===== config.mk =====
export PLATFORM = sky130hd
export DESIGN_NAME = weekly_relay_alarm_table
export DESIGN_NICKNAME = d
export VERILOG_FILES = /design/src/sv/wrat_pkg.sv /design/src/sv/wrat_time.sv /design/src/sv/wrat_cell.sv /design/src/sv/weekly_relay_alarm_table.sv
export SDC_FILE = /design/constraint.sdc
export NUM_CORES = 2
export LEC_CHECK = 0
export BUFFER_PORTS_ARGS = -buffer_cell sky130_fd_sc_hd__clkbuf_2
export CELL_PAD_IN_SITES_DETAIL_PLACEMENT = 1
export CELL_PAD_IN_SITES_GLOBAL_PLACEMENT = 1
export CORE_ASPECT_RATIO = 0.6
export CORE_MARGIN = 2
export CORE_UTILIZATION = 48
export DETAILED_ROUTE_END_ITERATION = 7
export GPL_TIMING_DRIVEN = 0
export PLACE_DENSITY = 0.85
export SKIP_CTS_REPAIR_TIMING = 1
export SYNTH_ARGS = -nofsm -noshare
export SYNTH_HDL_FRONTEND = slang
export SYNTH_SLANG_ARGS = --single-unit

===== constraint.sdc =====
create_clock -name clk_i -period 4.9 [get_ports clk_i]
set_input_delay 0.98 -clock clk_i [delete_from_list [all_inputs] [get_ports clk_i]]
set_output_delay 0.98 -clock clk_i [all_outputs]
set_load 0.01 [all_outputs]

===== src/sv/wrat_pkg.sv =====
// Package for the weekly relay alarm table: request codes, time constants
// and the structs passed between the top level, the slot cells and the time unit.
// No dependencies.
`timescale 1ns / 1ps

package wrat_pkg;

  // Request codes carried in req_type.
  localparam logic [1:0] REQ_ADD    = 2'd0;
  localparam logic [1:0] REQ_REMOVE = 2'd1;
  localparam logic [1:0] REQ_TICK   = 2'd2;

  // Response kinds.
  localparam logic RESP_ACK = 1'b0;
  localparam logic RESP_CMD = 1'b1;

  // Weekday code stored for "any day", and the last real weekday code.
  localparam logic [3:0] WILD_DAY = 4'd8;
  localparam logic [3:0] LAST_DAY = 4'd6;

  // Slot count default and the cap on relay commands per tick.
  localparam int unsigned DEF_SLOTS   = 16;
  localparam int unsigned MAX_RESULTS = 16;

  // Minute value meaning "no minute checked yet".
  localparam logic [6:0] NO_MINUTE = 7'd127;

  // Seconds per day and per hour, and days per week.
  localparam logic [16:0] DIV_DAY  = 17'd86400;
  localparam logic [11:0] DIV_HOUR = 12'd3600;
  localparam logic [2:0]  DIV_WEEK = 3'd7;

  // Reciprocals for division by a constant: the quotient is (x * R) >> S for
  // every x of the width that reaches it, after the power-of-two factor of
  // the divisor has been shifted out of x.
  localparam logic [25:0] RCP_DAY  = 26'd50903317;  // (t >> 7) / 675, S = 35
  localparam logic [13:0] RCP_HOUR = 14'd9321;      // (s >> 4) / 225, S = 21
  localparam logic [10:0] RCP_MIN  = 11'd1093;      // (s >> 2) / 15, S = 14
  localparam logic [16:0] RCP_WEEK = 17'd74899;     // d / 7, S = 19

  // Day 0 of Unix time was a Thursday.
  localparam logic [15:0] EPOCH_WEEKDAY = 16'd4;

  // Slot write broadcast from the top level to every cell.
  typedef struct packed {
    logic       add;
    logic       remove;
    logic [7:0] slot_id;
    logic [7:0] relay;
    logic [3:0] day;
    logic [4:0] hour;
    logic [5:0] minute;
    logic       turn_on;
  } slot_wr_t;

  // Time of day broadcast to the cells; en marks a new minute to check.
  typedef struct packed {
    logic       en;
    logic [4:0] hour;
    logic [5:0] minute;
    logic [2:0] day;
  } tod_t;

  // Relay command held in a cell's output stage.
  typedef struct packed {
    logic [7:0] relay;
    logic       turn_on;
    logic [4:0] slot_id;
  } cmd_t;

  // One stage of the command shift chain.
  typedef struct packed {
    logic pend;
    cmd_t cmd;
  } stage_t;

endpackage


===== src/sv/wrat_time.sv =====
// Time unit: splits Unix time into hour, minute and weekday with constant
// reciprocal multiplications spread over a five-stage pipeline.
// Depends on wrat_pkg.
`timescale 1ns / 1ps

module wrat_time (
  input  logic          clk_i,
  input  logic          rst_ni,
  input  logic          start_i,
  input  logic [31:0]   time_i,
  output wrat_pkg::tod_t tod_o
);
  import wrat_pkg::*;

  logic [3:0]  vld_q;
  logic        done_q;
  logic [31:0] time_q;
  logic [15:0] days_q;
  logic [16:0] sod_q;
  logic [15:0] wday_q;
  logic [4:0]  hour_q;
  logic [12:0] weeks_q;
  logic [11:0] soh_q;
  logic [2:0]  day_q;
  logic [5:0]  minute_q;

  logic [50:0] day_prod;
  logic [32:0] day_secs;
  logic [32:0] sod_full;
  logic [25:0] hour_prod;
  logic [31:0] week_prod;
  logic [16:0] hour_secs;
  logic [16:0] soh_full;
  logic [15:0] week_days;
  logic [15:0] day_full;
  logic [19:0] min_prod;

  // Per-stage arithmetic: constant multiplies, each with at most one subtract after it.
  always_comb begin
    day_prod  = 51'(time_i[31:7]) * 51'(RCP_DAY);
    day_secs  = 33'(days_q) * 33'(DIV_DAY);
    sod_full  = {1'b0, time_q} - day_secs;
    hour_prod = 26'(sod_q[16:4]) * 26'(RCP_HOUR);
    week_prod = 32'(wday_q) * 32'(RCP_WEEK);
    hour_secs = 17'(hour_q) * 17'(DIV_HOUR);
    soh_full  = sod_q - hour_secs;
    week_days = 16'(weeks_q) * 16'(DIV_WEEK);
    day_full  = wday_q - week_days;
    min_prod  = 20'(soh_q[11:2]) * 20'(RCP_MIN);
  end

  // Stage valid marks; done pulses once the minute is ready.
  always_ff @(posedge clk_i or negedge rst_ni) begin
    if (!rst_ni) begin
      vld_q  <= '0;
      done_q <= 1'b0;
    end else begin
      vld_q  <= {vld_q[2:0], start_i};
      done_q <= vld_q[3];
    end
  end

  // Datapath: days, second of day, hour and week count, then second of
  // hour and weekday, then minute of hour.
  always_ff @(posedge clk_i) begin
    if (start_i) begin
      time_q <= time_i;
      days_q <= day_prod[50:35];
    end
    if (vld_q[0]) begin
      sod_q  <= sod_full[16:0];
      wday_q <= days_q + EPOCH_WEEKDAY;
    end
    if (vld_q[1]) begin
      hour_q  <= hour_prod[25:21];
      weeks_q <= week_prod[31:19];
    end
    if (vld_q[2]) begin
      soh_q <= soh_full[11:0];
      day_q <= day_full[2:0];
    end
    if (vld_q[3]) begin
      minute_q <= min_prod[19:14];
    end
  end

  assign tod_o.en     = done_q;
  assign tod_o.hour   = hour_q;
  assign tod_o.minute = minute_q;
  assign tod_o.day    = day_q;

endmodule


===== src/sv/wrat_cell.sv =====
// One alarm slot cell: holds the slot's rule, active and fired marks, and
// one stage of the command chain that shifts toward cell 0.
// Depends on wrat_pkg.
`timescale 1ns / 1ps

module wrat_cell #(
  parameter int unsigned IDX = 0
) (
  input  logic              clk_i,
  input  logic              rst_ni,
  input  wrat_pkg::slot_wr_t wr_i,
  input  wrat_pkg::tod_t    tod_i,
  input  logic              shift_i,
  input  wrat_pkg::stage_t  stage_i,
  input  logic              any_i,
  output wrat_pkg::stage_t  stage_o,
  output logic              any_o,
  output logic              active_o
);
  import wrat_pkg::*;

  localparam logic [7:0] SlotId = 8'(IDX + 1);

  logic       active_q;
  logic       fired_q;
  logic [7:0] relay_q;
  logic [3:0] day_q;
  logic [4:0] hour_q;
  logic [5:0] minute_q;
  logic       on_q;
  logic       pend_q;
  cmd_t       cmd_q;

  logic hit;
  logic time_match;
  logic day_match;
  logic fire;

  // Match of this slot against the broadcast request and time of day.
  always_comb begin
    hit        = (wr_i.slot_id == SlotId);
    time_match = (hour_q == tod_i.hour) && (minute_q == tod_i.minute);
    day_match  = (day_q == WILD_DAY) || (day_q == {1'b0, tod_i.day});
    fire       = active_q && !fired_q && time_match && day_match;
  end

  // Active and fired marks.
  always_ff @(posedge clk_i or negedge rst_ni) begin
    if (!rst_ni) begin
      active_q <= 1'b0;
      fired_q  <= 1'b0;
    end else if (wr_i.add && hit) begin
      active_q <= 1'b1;
      fired_q  <= 1'b0;
    end else if (wr_i.remove && hit) begin
      active_q <= 1'b0;
    end else if (tod_i.en && active_q) begin
      if (fire) begin
        fired_q <= 1'b1;
      end else if (!time_match) begin
        fired_q <= 1'b0;
      end
    end
  end

  // Rule storage, written by an add.
  always_ff @(posedge clk_i) begin
    if (wr_i.add && hit) begin
      relay_q  <= wr_i.relay;
      day_q    <= wr_i.day;
      hour_q   <= wr_i.hour;
      minute_q <= wr_i.minute;
      on_q     <= wr_i.turn_on;
    end
  end

  // Command stage: loaded on a time check, then shifted toward cell 0.
  always_ff @(posedge clk_i or negedge rst_ni) begin
    if (!rst_ni) begin
      pend_q <= 1'b0;
    end else if (tod_i.en) begin
      pend_q <= fire;
    end else if (shift_i) begin
      pend_q <= stage_i.pend;
    end
  end

  always_ff @(posedge clk_i) begin
    if (tod_i.en) begin
      cmd_q.relay   <= relay_q;
      cmd_q.turn_on <= on_q;
      cmd_q.slot_id <= SlotId[4:0];
    end else if (shift_i) begin
      cmd_q <= stage_i.cmd;
    end
  end

  assign stage_o.pend = pend_q;
  assign stage_o.cmd  = cmd_q;
  assign any_o        = pend_q | any_i;
  assign active_o     = active_q;

endmodule


===== src/sv/weekly_relay_alarm_table.sv =====
// Top level of the weekly relay alarm table: request decode, control
// sequencer, the row of slot cells, the time unit and the output register.
// Depends on wrat_pkg, wrat_cell and wrat_time.
//
// Usage. One input channel carries requests: add a slot, remove a slot, or a
// time tick. The output channel carries an acknowledgement for each add or
// remove and one relay command per slot that fires on a tick, in slot order,
// with last on the final result. Both use valid and stall.
// Flow. An add or remove goes to the acknowledge state and is acknowledged
// in the output register once that register is free. A synced tick passes
// the five-stage time unit, checks all slots at once and then shifts the
// command chain one cell per cycle, unless an output stall holds the chain
// head. A tick with nothing due, a repeated minute, an unsynced tick or an
// unknown request code gives no result. One request is worked at a time.
// Reset clears every slot's active and fired marks and the last checked
// minute. A stall on the output holds the output register and, once the
// chain head waits on it, the whole scan.
`timescale 1ns / 1ps

module weekly_relay_alarm_table #(
  parameter int unsigned SLOTS = wrat_pkg::DEF_SLOTS
) (
  input  logic        clk_i,
  input  logic        rst_ni,
  input  logic        in_valid_i,
  output logic        in_stall_o,
  input  logic [1:0]  req_type_i,
  input  logic [7:0]  slot_id_i,
  input  logic [7:0]  relay_index_i,
  input  logic [3:0]  weekday_code_i,
  input  logic [4:0]  alarm_hour_i,
  input  logic [5:0]  alarm_minute_i,
  input  logic        turn_on_i,
  input  logic [31:0] unix_time_i,
  input  logic        clock_synced_i,
  output logic        out_valid_o,
  input  logic        out_stall_i,
  output logic        resp_kind_o,
  output logic        op_ok_o,
  output logic [7:0]  cmd_relay_o,
  output logic        cmd_on_o,
  output logic [4:0]  fired_slot_id_o,
  output logic        last_o
);
  import wrat_pkg::*;

  localparam int unsigned IDX_W = (SLOTS > 1) ? $clog2(SLOTS) : 1;
  localparam int unsigned CNT_W = $clog2(MAX_RESULTS);

  // Sequencer states.
  localparam logic [2:0] S_IDLE = 3'd0;
  localparam logic [2:0] S_ACK  = 3'd1;
  localparam logic [2:0] S_TIME = 3'd2;
  localparam logic [2:0] S_SCAN = 3'd3;

  logic [2:0]       state_q, state_d;
  logic             ack_ok_q, ack_ok_d;
  logic [6:0]       last_min_q, last_min_d;
  logic [CNT_W-1:0] emit_cnt_q, emit_cnt_d;

  logic             out_vld_q;
  logic             kind_q;
  logic             ok_q;
  logic [7:0]       relay_q;
  logic             on_q;
  logic [4:0]       sid_q;
  logic             last_q;

  logic             in_acc;
  logic             id_ok;
  logic [7:0]       id_m1;
  logic [IDX_W-1:0] idx;
  logic             rem_ok;
  logic             out_free;
  logic             load_ack;
  logic             load_cmd;
  logic             cmd_last;
  logic             shift;
  logic             time_start;

  slot_wr_t         wr;
  tod_t             tm;
  tod_t             tod;
  stage_t           stg_w [SLOTS+1];
  logic             any_w [SLOTS+1];
  logic [SLOTS-1:0] active_w;

  // Request decode.
  always_comb begin
    in_acc = in_valid_i && !in_stall_o;
    id_ok  = (slot_id_i >= 8'd1) && (slot_id_i <= 8'(SLOTS));
    id_m1  = slot_id_i - 8'd1;
    idx    = id_m1[IDX_W-1:0];
    rem_ok = id_ok && active_w[idx];

    wr.add     = in_acc && (req_type_i == REQ_ADD) && id_ok;
    wr.remove  = in_acc && (req_type_i == REQ_REMOVE) && rem_ok;
    wr.slot_id = slot_id_i;
    wr.relay   = relay_index_i;
    wr.day     = (weekday_code_i > LAST_DAY) ? WILD_DAY : weekday_code_i;
    wr.hour    = alarm_hour_i;
    wr.minute  = alarm_minute_i;
    wr.turn_on = turn_on_i;

    time_start = in_acc && (req_type_i == REQ_TICK) && clock_synced_i;
  end

  // Time of day goes to the cells only when the minute has changed.
  always_comb begin
    tod    = tm;
    tod.en = (state_q == S_TIME) && tm.en && ({1'b0, tm.minute} != last_min_q);
  end

  // Output register handshake and chain control.
  always_comb begin
    out_free = !out_vld_q || !out_stall_i;
    load_ack = (state_q == S_ACK) && out_free;
    load_cmd = (state_q == S_SCAN) && stg_w[0].pend && out_free;
    cmd_last = (emit_cnt_q == CNT_W'(MAX_RESULTS - 1)) || !any_w[1];
    shift    = (state_q == S_SCAN) && (!stg_w[0].pend || out_free);
  end

  // Sequencer.
  always_comb begin
    state_d    = state_q;
    ack_ok_d   = ack_ok_q;
    last_min_d = last_min_q;
    emit_cnt_d = emit_cnt_q;
    unique case (state_q)
      S_IDLE: begin
        if (in_acc) begin
          unique case (req_type_i)
            REQ_ADD: begin
              ack_ok_d = id_ok;
              state_d  = S_ACK;
            end
            REQ_REMOVE: begin
              ack_ok_d = rem_ok;
              state_d  = S_ACK;
            end
            REQ_TICK: begin
              if (clock_synced_i) begin
                state_d = S_TIME;
              end
            end
            default: state_d = S_IDLE;
          endcase
        end
      end
      S_ACK: begin
        if (out_free) begin
          state_d = S_IDLE;
        end
      end
      S_TIME: begin
        if (tm.en) begin
          if (tod.en) begin
            last_min_d = {1'b0, tm.minute};
            emit_cnt_d = '0;
            state_d    = S_SCAN;
          end else begin
            state_d = S_IDLE;
          end
        end
      end
      S_SCAN: begin
        if (load_cmd) begin
          emit_cnt_d = emit_cnt_q + CNT_W'(1);
          if (cmd_last) begin
            state_d = S_IDLE;
          end
        end else if (!any_w[0]) begin
          state_d = S_IDLE;
        end
      end
      default: state_d = S_IDLE;
    endcase
  end

  always_ff @(posedge clk_i or negedge rst_ni) begin
    if (!rst_ni) begin
      state_q    <= S_IDLE;
      ack_ok_q   <= 1'b0;
      last_min_q <= NO_MINUTE;
      emit_cnt_q <= '0;
    end else begin
      state_q    <= state_d;
      ack_ok_q   <= ack_ok_d;
      last_min_q <= last_min_d;
      emit_cnt_q <= emit_cnt_d;
    end
  end

  // Output register valid.
  always_ff @(posedge clk_i or negedge rst_ni) begin
    if (!rst_ni) begin
      out_vld_q <= 1'b0;
    end else if (load_ack || load_cmd) begin
      out_vld_q <= 1'b1;
    end else if (!out_stall_i) begin
      out_vld_q <= 1'b0;
    end
  end

  // Output register payload.
  always_ff @(posedge clk_i) begin
    if (load_ack) begin
      kind_q  <= RESP_ACK;
      ok_q    <= ack_ok_q;
      relay_q <= '0;
      on_q    <= 1'b0;
      sid_q   <= '0;
      last_q  <= 1'b1;
    end else if (load_cmd) begin
      kind_q  <= RESP_CMD;
      ok_q    <= 1'b0;
      relay_q <= stg_w[0].cmd.relay;
      on_q    <= stg_w[0].cmd.turn_on;
      sid_q   <= stg_w[0].cmd.slot_id;
      last_q  <= cmd_last;
    end
  end

  // Time unit.
  wrat_time u_time (
    .clk_i   (clk_i),
    .rst_ni  (rst_ni),
    .start_i (time_start),
    .time_i  (unix_time_i),
    .tod_o   (tm)
  );

  // Row of slot cells; commands shift toward cell 0.
  assign stg_w[SLOTS] = '0;
  assign any_w[SLOTS] = 1'b0;

  for (genvar g = 0; g < SLOTS; g++) begin : g_cell
    wrat_cell #(
      .IDX (g)
    ) u_cell (
      .clk_i    (clk_i),
      .rst_ni   (rst_ni),
      .wr_i     (wr),
      .tod_i    (tod),
      .shift_i  (shift),
      .stage_i  (stg_w[g+1]),
      .any_i    (any_w[g+1]),
      .stage_o  (stg_w[g]),
      .any_o    (any_w[g]),
      .active_o (active_w[g])
    );
  end

  assign in_stall_o      = (state_q != S_IDLE);
  assign out_valid_o     = out_vld_q;
  assign resp_kind_o     = kind_q;
  assign op_ok_o         = ok_q;
  assign cmd_relay_o     = relay_q;
  assign cmd_on_o        = on_q;
  assign fired_slot_id_o = sid_q;
  assign last_o          = last_q;

endmodule


# Yosys cells after proc, flatten, opt, wreduce, memory -nomap -nowiden
# Index checks and enable logic that the tools add are counted.
[op_classes]
magnitude_cmp = 4
n_eq_ne = 128
mul = 7
n_mux = 198
n_addsub = 6
bitwise = 15
reduce_logical = 228
[op_table]
columns = ["op", "count"]
rows = [
  ["$mux 14", 32],
  ["$mux 1", 149],
  ["$logic_and 1x1->1", 127],
  ["$eq 6x6->1", 16],
  ["$eq 5x5->1", 16],
  ["$reduce_bool 2->1", 36],
  ["$eq 4x4->1 const B", 17],
  ["$eq 4x3->1", 16],
  ["$eq 8x4->1 const B", 8],
  ["$ne 3x3->1 const B", 19],
  ["$reduce_and 3->1", 18],
  ["$mul 25x26->51 const B", 1],
  ["$ne 2x1->1 const B", 19],
  ["$eq 8x3->1 const B", 4],
  ["$mul 16x17->32 const B", 1],
  ["$mul 13x14->26 const B", 1],
  ["$logic_not 1->1", 21],
  ["$mux 3", 7],
  ["$logic_or 1x1->1", 20],
  ["$mul 10x11->20 const B", 1],
  ["$sub 17x17->17", 1],
  ["$add 16x3->16 const B", 1],
  ["$eq 8x2->1 const B", 2],
  ["$mul 16x10->10 const B", 1],
  ["32 further kinds", 52],
]
[word_totals]
inputBits = 71
out_inout_bits = 19
elab_cells = 784
reg_bits = 795

# Longest topological paths before layout
[depth]
depth_word = 19
depth_mapped = 24
depth_no_buf = 24

# Hierarchy
# Synthesis repeated with hierarchy kept, for this count alone.
[hier_totals]
hier_cells = 3704
area_unflattened_um2 = 47451.8
[modules_own_cells]
columns = ["module", "cells_per_inst", "area_each_um2", "n_inst"]
rows = [
  ["wrat_time", 1817, 19252.2, 1],
  ["wrat_cell at g_cell[0].u_cell ...", 107, 1662.8, 5],
  ["wrat_cell at g_cell[2].u_cell ...", 107, 1660.3, 5],
  ["wrat_cell at g_cell[10].u_cell ...", 107, 1639.1, 4],
  ["weekly_relay_alarm_table", 174, 1710.4, 1],
  ["wrat_cell at g_cell[11].u_cell", 108, 1680.4, 1],
  ["wrat_cell at g_cell[14].u_cell", 107, 1636.6, 1],
]

# Worst setup path before layout
# OpenSTA, ideal clock, no wires.
[synth_timing]
path_kind = "in2reg"
from = "input port unix_time_i[29]"
to = "register u_time.days_q[12] (data pin)"
n_path_buf = 0
slack_ps = -1746
arrival_ps = 6384
path_stages = 20
cell_sequence = "fa_1 > inv_1 > fa_1 > inv_1 > fa_1 > inv_1 > fa_1 > inv_1 > fa_1 > fa_1 > ha_1 > ha_1 > a21oi_1 > nor2_1 > a2111oi_0 > nand4_1 > a221oi_2 > o21bai_1 > a211oi_1 > a21oi_1"
[synth_via]
elab_chain_len = 1
[synth_rtl]
columns = ["element", "line_no", "text"]
rows = [
  ["from (decl)", "weekly_relay_alarm_table.sv:34", "input logic [31:0] unix_time_i,"],
  ["$mul 25x26->51", "wrat_time.sv:40", "day_prod = 51'(time_i[31:7]) * 51'(RCP_DAY);"],
  ["net u_time.day_prod[47]", "wrat_time.sv:27", "logic [50:0] day_prod;"],
  ["to (signal assigned)", "wrat_time.sv:68", "days_q <= day_prod[50:35];"],
  ["to (decl)", "wrat_time.sv:18", "logic [15:0] days_q;"],
]
# The timed path passes the listed nets, and every way through them passes these cells.
# A chain may end at the register's enable or synchronous reset.

# Final worst setup path
[layout_timing]
from = "input port unix_time_i[12]"
to = "register u_time.days_q[15] (data pin)"
# The elaborated chain is that of the path after synthesis.

==> impl_table.tex <==
\begin{tabular}{lr}
\hline
Metric & Value \\
\hline
\multicolumn{2}{l}{\textbf{Run status}} \\
\quad Run status & complete, but fails checks \\
\quad Violations in the final reports & setup timing \\
\multicolumn{2}{l}{\textbf{Route}} \\
\quad DR iter-0 viols & 3125 \\
\quad Remaining DRCs & 0 \\
\quad Via density per instance & 5.870 \\
\quad WL final & 138500 um \\
\quad Routed wirelength normalized by instance count & 26.73 um \\
\quad Length of the first detailed-routing pass in iterations & 6 \\
\quad Routed via count & 30430 \\
\quad Post-DRT Antenna Nets & 0 \\
\multicolumn{2}{l}{\textbf{Synth}} \\
\quad Synth Cell Area & 45650 um2 \\
\quad Fraction of the yosys area taken by sequential cells & 0.4804 \\
\quad Cell accounting for the most synthesized area & sky130\_fd\_sc\_hd\_\_edfxtp\_1 \\
\quad \#FFs+latches synth & 769 \\
\quad Most common cell in the netlist & sky130\_fd\_sc\_hd\_\_edfxtp\_1 \\
\quad Top flip-flop cell by instance count after synthesis & sky130\_fd\_sc\_hd\_\_edfxtp\_1 \\
\quad Yosys warning count & 0 \\
\quad Post-synth EDFFs & 618 \\
\quad Proportion of register bits with asynchronous set or reset after synthesis & 0.08843 \\
\quad Average footprint of a synthesized cell & 12.48 um2 \\
\quad Gate count of the mapped netlist & 3658 \\
\quad Number of distinct library cells after synthesis & 83 \\
\quad Most numerous cell types in the synthesized netlist & sky130\_fd\_sc\_hd\_\_edfxtp\_1, sky130\_fd\_sc\_hd\_\_inv\_1, sky130\_fd\_sc\_hd\_\_ha\_1 \\
\quad Ranking of synthesized cells by area & sky130\_fd\_sc\_hd\_\_edfxtp\_1, sky130\_fd\_sc\_hd\_\_ha\_1, sky130\_fd\_sc\_hd\_\_fa\_1 \\
\quad Synth top area share & 0.4065 \\
\quad Net count of the mapped netlist & 4532 \\
\multicolumn{2}{l}{\textbf{Pwr}} \\
\quad Maximum resistive drop on vdd & 1.367 mV \\
\quad Switching Fraction & 0.4151 \\
\quad Part of the total power dissipated in combinational logic & 0.524 \\
\quad Int Pwr & 17.64 mW \\
\quad Standby leakage power & 21.62 nW \\
\quad Switching Power & 12.52 mW \\
\quad PwrDens & 587.4 nW/um2 \\
\quad Total chip power & 30.15 mW \\
\quad Clk pwr share & 0.187 \\
\quad Sequential share of power & 0.289 \\
\multicolumn{2}{l}{\textbf{STA}} \\
\quad Upper clock frequency limit & 155.9 MHz \\
\quad Unrepaired setup endpoints after global routing & true \\
\quad Worst-case clock skew & 28.55 ps \\
\quad Share of the clock period used by the worst path after layout & 1.309 \\
\quad Min Clock Period, post-route & 6415 ps \\
\quad Max-slew headroom at the worst pin & 0.03380 \\
\quad Final-report hold violation count & 0 \\
\quad Count of endpoints failing setup in the final report & 17 \\
\quad Max-slew violation total from the final report & 0 \\
\quad Transition time at the pin with the least slew margin & 1448 ps \\
\quad Setup slack of the critical path after layout & -1515 ps \\
\multicolumn{2}{l}{\textbf{Clock tree}} \\
\quad Root buffer selected by CTS & sky130\_fd\_sc\_hd\_\_clkbuf\_16 \\
\quad TritonCTS clock tree & yes \\
\quad Count of clock tree sinks & 769 \\
\quad Total clock buffers created by CTS & 73 \\
\quad Bufs on Longest Clock Path & 3 \\
\quad Clk slew on worst S/H paths & 60 ps \\
\quad Level count of the clock H-tree & 3 \\
\quad Clock latency of the later-clocked register in the worst-skew pair & 660 ps \\
\multicolumn{2}{l}{\textbf{Critical path}} \\
\quad Required time of the worst setup path & 5280 ps \\
\quad Element type at the critical path end & register \\
\quad CP startpoint kind & primary input \\
\quad CP max-delay cell & sky130\_fd\_sc\_hd\_\_fa\_2 \\
\quad Worst path arrival time & 6790 ps \\
\quad Number of cell instances on the worst register-to-register path & 16 \\
\quad Slowest stage delay, CP & 590 ps \\
\quad Worst setup path class & primary input to register \\
\quad Cell chain of the critical path & buf\_16, fa\_1, inv\_2, fa\_1, inv\_2, ha\_4, fa\_1, inv\_2, fa\_1, fa\_2, inv\_2, fa\_2, ha\_4, a21oi\_4, o211ai\_1, a311oi\_2, nand4\_1, a221oi\_4, o211ai\_2, a21oi\_2, xnor2\_2 \\
\quad Highest fanout seen on the critical path & 6 \\
\multicolumn{2}{l}{\textbf{Placed design}} \\
\quad Half-perimeter wire length of the detailed placement result & 97870 um \\
\quad Routability Congestion & 0.9358 \\
\quad \# placed instances & 5005 \\
\quad Buffers added on ports & 87 \\
\quad Placed Instance Area & 48210 um2 \\
\multicolumn{2}{l}{\textbf{Min path}} \\
\quad Hold/Removal Path Class & primary input to asynchronous set/reset pin \\
\multicolumn{2}{l}{\textbf{Layout}} \\
\quad Utilization after layout & 0.5458 \\
\quad Area of combinational cells with multiple inputs & 21760 um2 \\
\quad Total non-filler cell area in the finished layout & 51330 um2 \\
\quad Area growth, synth to finish & 12.44\% \\
\quad Number of nets at the end of the flow & 4746 \\
\quad Finished Layout Cells & 5183 \\
\quad Register area & 21930 um2 \\
\quad Filler cells & 9516 \\
\quad Fraction of layout instances using a drive strength above 1 & 0.1071 \\
\multicolumn{2}{l}{\textbf{Floorplanning}} \\
\quad Ports & 90 \\
\quad Placement row count & 87 \\
\quad Area of the die & 97670 um2 \\
\quad Chip width & 402.1 um \\
\quad Starting Density & 0.4854 \\
\quad Die Y-Extent & 242.9 um \\
\quad Std-Cell Core Area & 94050 um2 \\
\multicolumn{2}{l}{\textbf{Global routing}} \\
\quad Antenna violations before repair & 8 \\
\quad Grt total ovfl & 0 \\
\quad Via count of the first global-routing pass & 33380 \\
\quad Largest net degree at the start of global routing & 83 \\
\quad Global-route wire length before repair & 206000 um \\
\quad Overall fraction of global-route tracks in use & 0.2800 \\
\multicolumn{2}{l}{\textbf{Run}} \\
\quad Max-cap check violation count & 0 \\
\hline
\end{tabular}
==> layout make-up <==
class	count	share of cell area
clock inverters	30	0.004875
multi-input cells	2194	0.4239
clock buffers	105	0.03954
repair buffers	139	0.02174
plain buffers	101	0.008386
well taps	1246	0.03037
flip-flops and latches	769	0.4273
diodes	5	0.0002438
inverters	594	0.04368
==> metal layers <==
layer	global-route usage	vias to the layer above	wire length, um
li1	-	13130	-
met2	0.4307	1477	62550
met5	0	-	34
met4	0.07972	6	4006
met3	0.06833	314	13000
met1	0.3951	15500	58930
==> power groups by stage <==
stage          Sequential (mW)  Clock, mW  Combinational, mW
6_report                  8.71       5.63               15.8
5_1_grt                   8.77       5.90               17.3
4_1_cts                   8.69       5.66               14.0
3_5_place_dp              8.79          0               13.7
3_3_place_gp              8.82          0               12.7
2_1_floorplan             8.68          0               9.46
==> final timing paths <==
| path | startpoint | endpoint | slack (ps) |
|---|---|---|---|
| setup / recovery | unix_time_i[12] | u_time.days_q[15]$_DFFE_PP_ | -1520 |
| hold / removal | rst_ni | g_cell[9].u_cell.fired_q$_DFFE_PN0P_ | 180 |
| setup reg to reg | u_time.sod_q[11]$_DFFE_PP_ | u_time.hour_q[4]$_DFFE_PP_ | -30 |
| hold reg to reg | u_time.sod_q[2]$_DFFE_PP_ | u_time.soh_q[2]$_DFFE_PP_ | 410 |
| max in group asynchronous | rst_ni | last_min_q[2]$_DFFE_PN1P_ | 4090 |
| min in group clk_i | u_time.sod_q[2]$_DFFE_PP_ | u_time.soh_q[2]$_DFFE_PP_ | 410 |
==> critical path, delay by kind of cell <==
kind                       cells  cell delay (ps)
and+or+nand+nor                1              230
AOI/OAI and AO/OA              6             1470
adders and majority gates      8             3710
buffers and inverters          5              310
xor gates and xnor gates       1               90
==> flip-flops by register name (all words and copies together) (netlist names), 16 cells and up <==
| signal | cells |
|---|---|
| g_cell.u_cell.minute_q | 96 |
| g_cell.u_cell.stage_o | 211 |
| u_time.days_q | 16 |
| g_cell.u_cell.fired_q | 16 |
| g_cell.u_cell.on_q | 16 |
| g_cell.u_cell.relay_q | 128 |
| g_cell.u_cell.hour_q | 80 |
| g_cell.u_cell.pend_q | 16 |
| g_cell.u_cell.day_q | 64 |
| u_time.wday_q | 16 |
| g_cell.u_cell.active_o | 16 |
==> logic make-up after synthesis <==
group	count (synthesis)	synth area share
fa+ha+maj	803	0.2640
mux	21	0.006469
flops	769	0.4804
simple gates	588	0.06071
xor+xnor	274	0.05257
buf+inv	695	0.05827
compound gates	508	0.07757
==> layout by cell type (no fill, tap or decap), types with 15 or more instances in the layout <==
| cell | instances |
|---|---|
| sky130_fd_sc_hd__edfxtp_1 | 618 |
| sky130_fd_sc_hd__inv_1 | 570 |
| sky130_fd_sc_hd__a21o_1 | 18 |
| sky130_fd_sc_hd__o22ai_1 | 24 |
| sky130_fd_sc_hd__nand2b_1 | 18 |
| sky130_fd_sc_hd__clkbuf_16 | 74 |
| sky130_fd_sc_hd__nand2_1 | 246 |
| sky130_fd_sc_hd__dfxtp_1 | 83 |
| sky130_fd_sc_hd__nor4_1 | 20 |
| sky130_fd_sc_hd__xor2_1 | 95 |
| sky130_fd_sc_hd__xnor2_1 | 177 |
| sky130_fd_sc_hd__clkbuf_1 | 92 |
| sky130_fd_sc_hd__a21oi_1 | 102 |
| sky130_fd_sc_hd__nor2_1 | 65 |
| sky130_fd_sc_hd__ha_4 | 23 |
| sky130_fd_sc_hd__a22o_1 | 137 |
| sky130_fd_sc_hd__clkbuf_2 | 65 |
| sky130_fd_sc_hd__o21ai_0 | 81 |
| sky130_fd_sc_hd__a31oi_1 | 17 |
| sky130_fd_sc_hd__ha_1 | 502 |
| sky130_fd_sc_hd__dfrtp_1 | 60 |
| sky130_fd_sc_hd__buf_4 | 43 |
| sky130_fd_sc_hd__nor3_1 | 37 |
| sky130_fd_sc_hd__and2_1 | 15 |
| sky130_fd_sc_hd__nand4_1 | 48 |
| sky130_fd_sc_hd__nand3_1 | 66 |
| sky130_fd_sc_hd__buf_2 | 16 |
| sky130_fd_sc_hd__fa_1 | 257 |
| sky130_fd_sc_hd__inv_2 | 19 |
| sky130_fd_sc_hd__buf_6 | 19 |
==> metrics by stage <==
| step | TNS, ps | worst slack, ps | hold WS (ps) |
|---|---|---|---|
| after floorplan | -18480 | -1359 | 400.3 |
| after global placement | -609180 | -2709 | 402.8 |
| after detailed placement | -40300 | -2843 | 416.8 |
| after CTS | -29890 | -2180 | 151.7 |
| after global routing | -23520 | -1699 | 172.7 |
| final | -20650 | -1515 | 184.2 |
(Power assumes the default switching activity.)
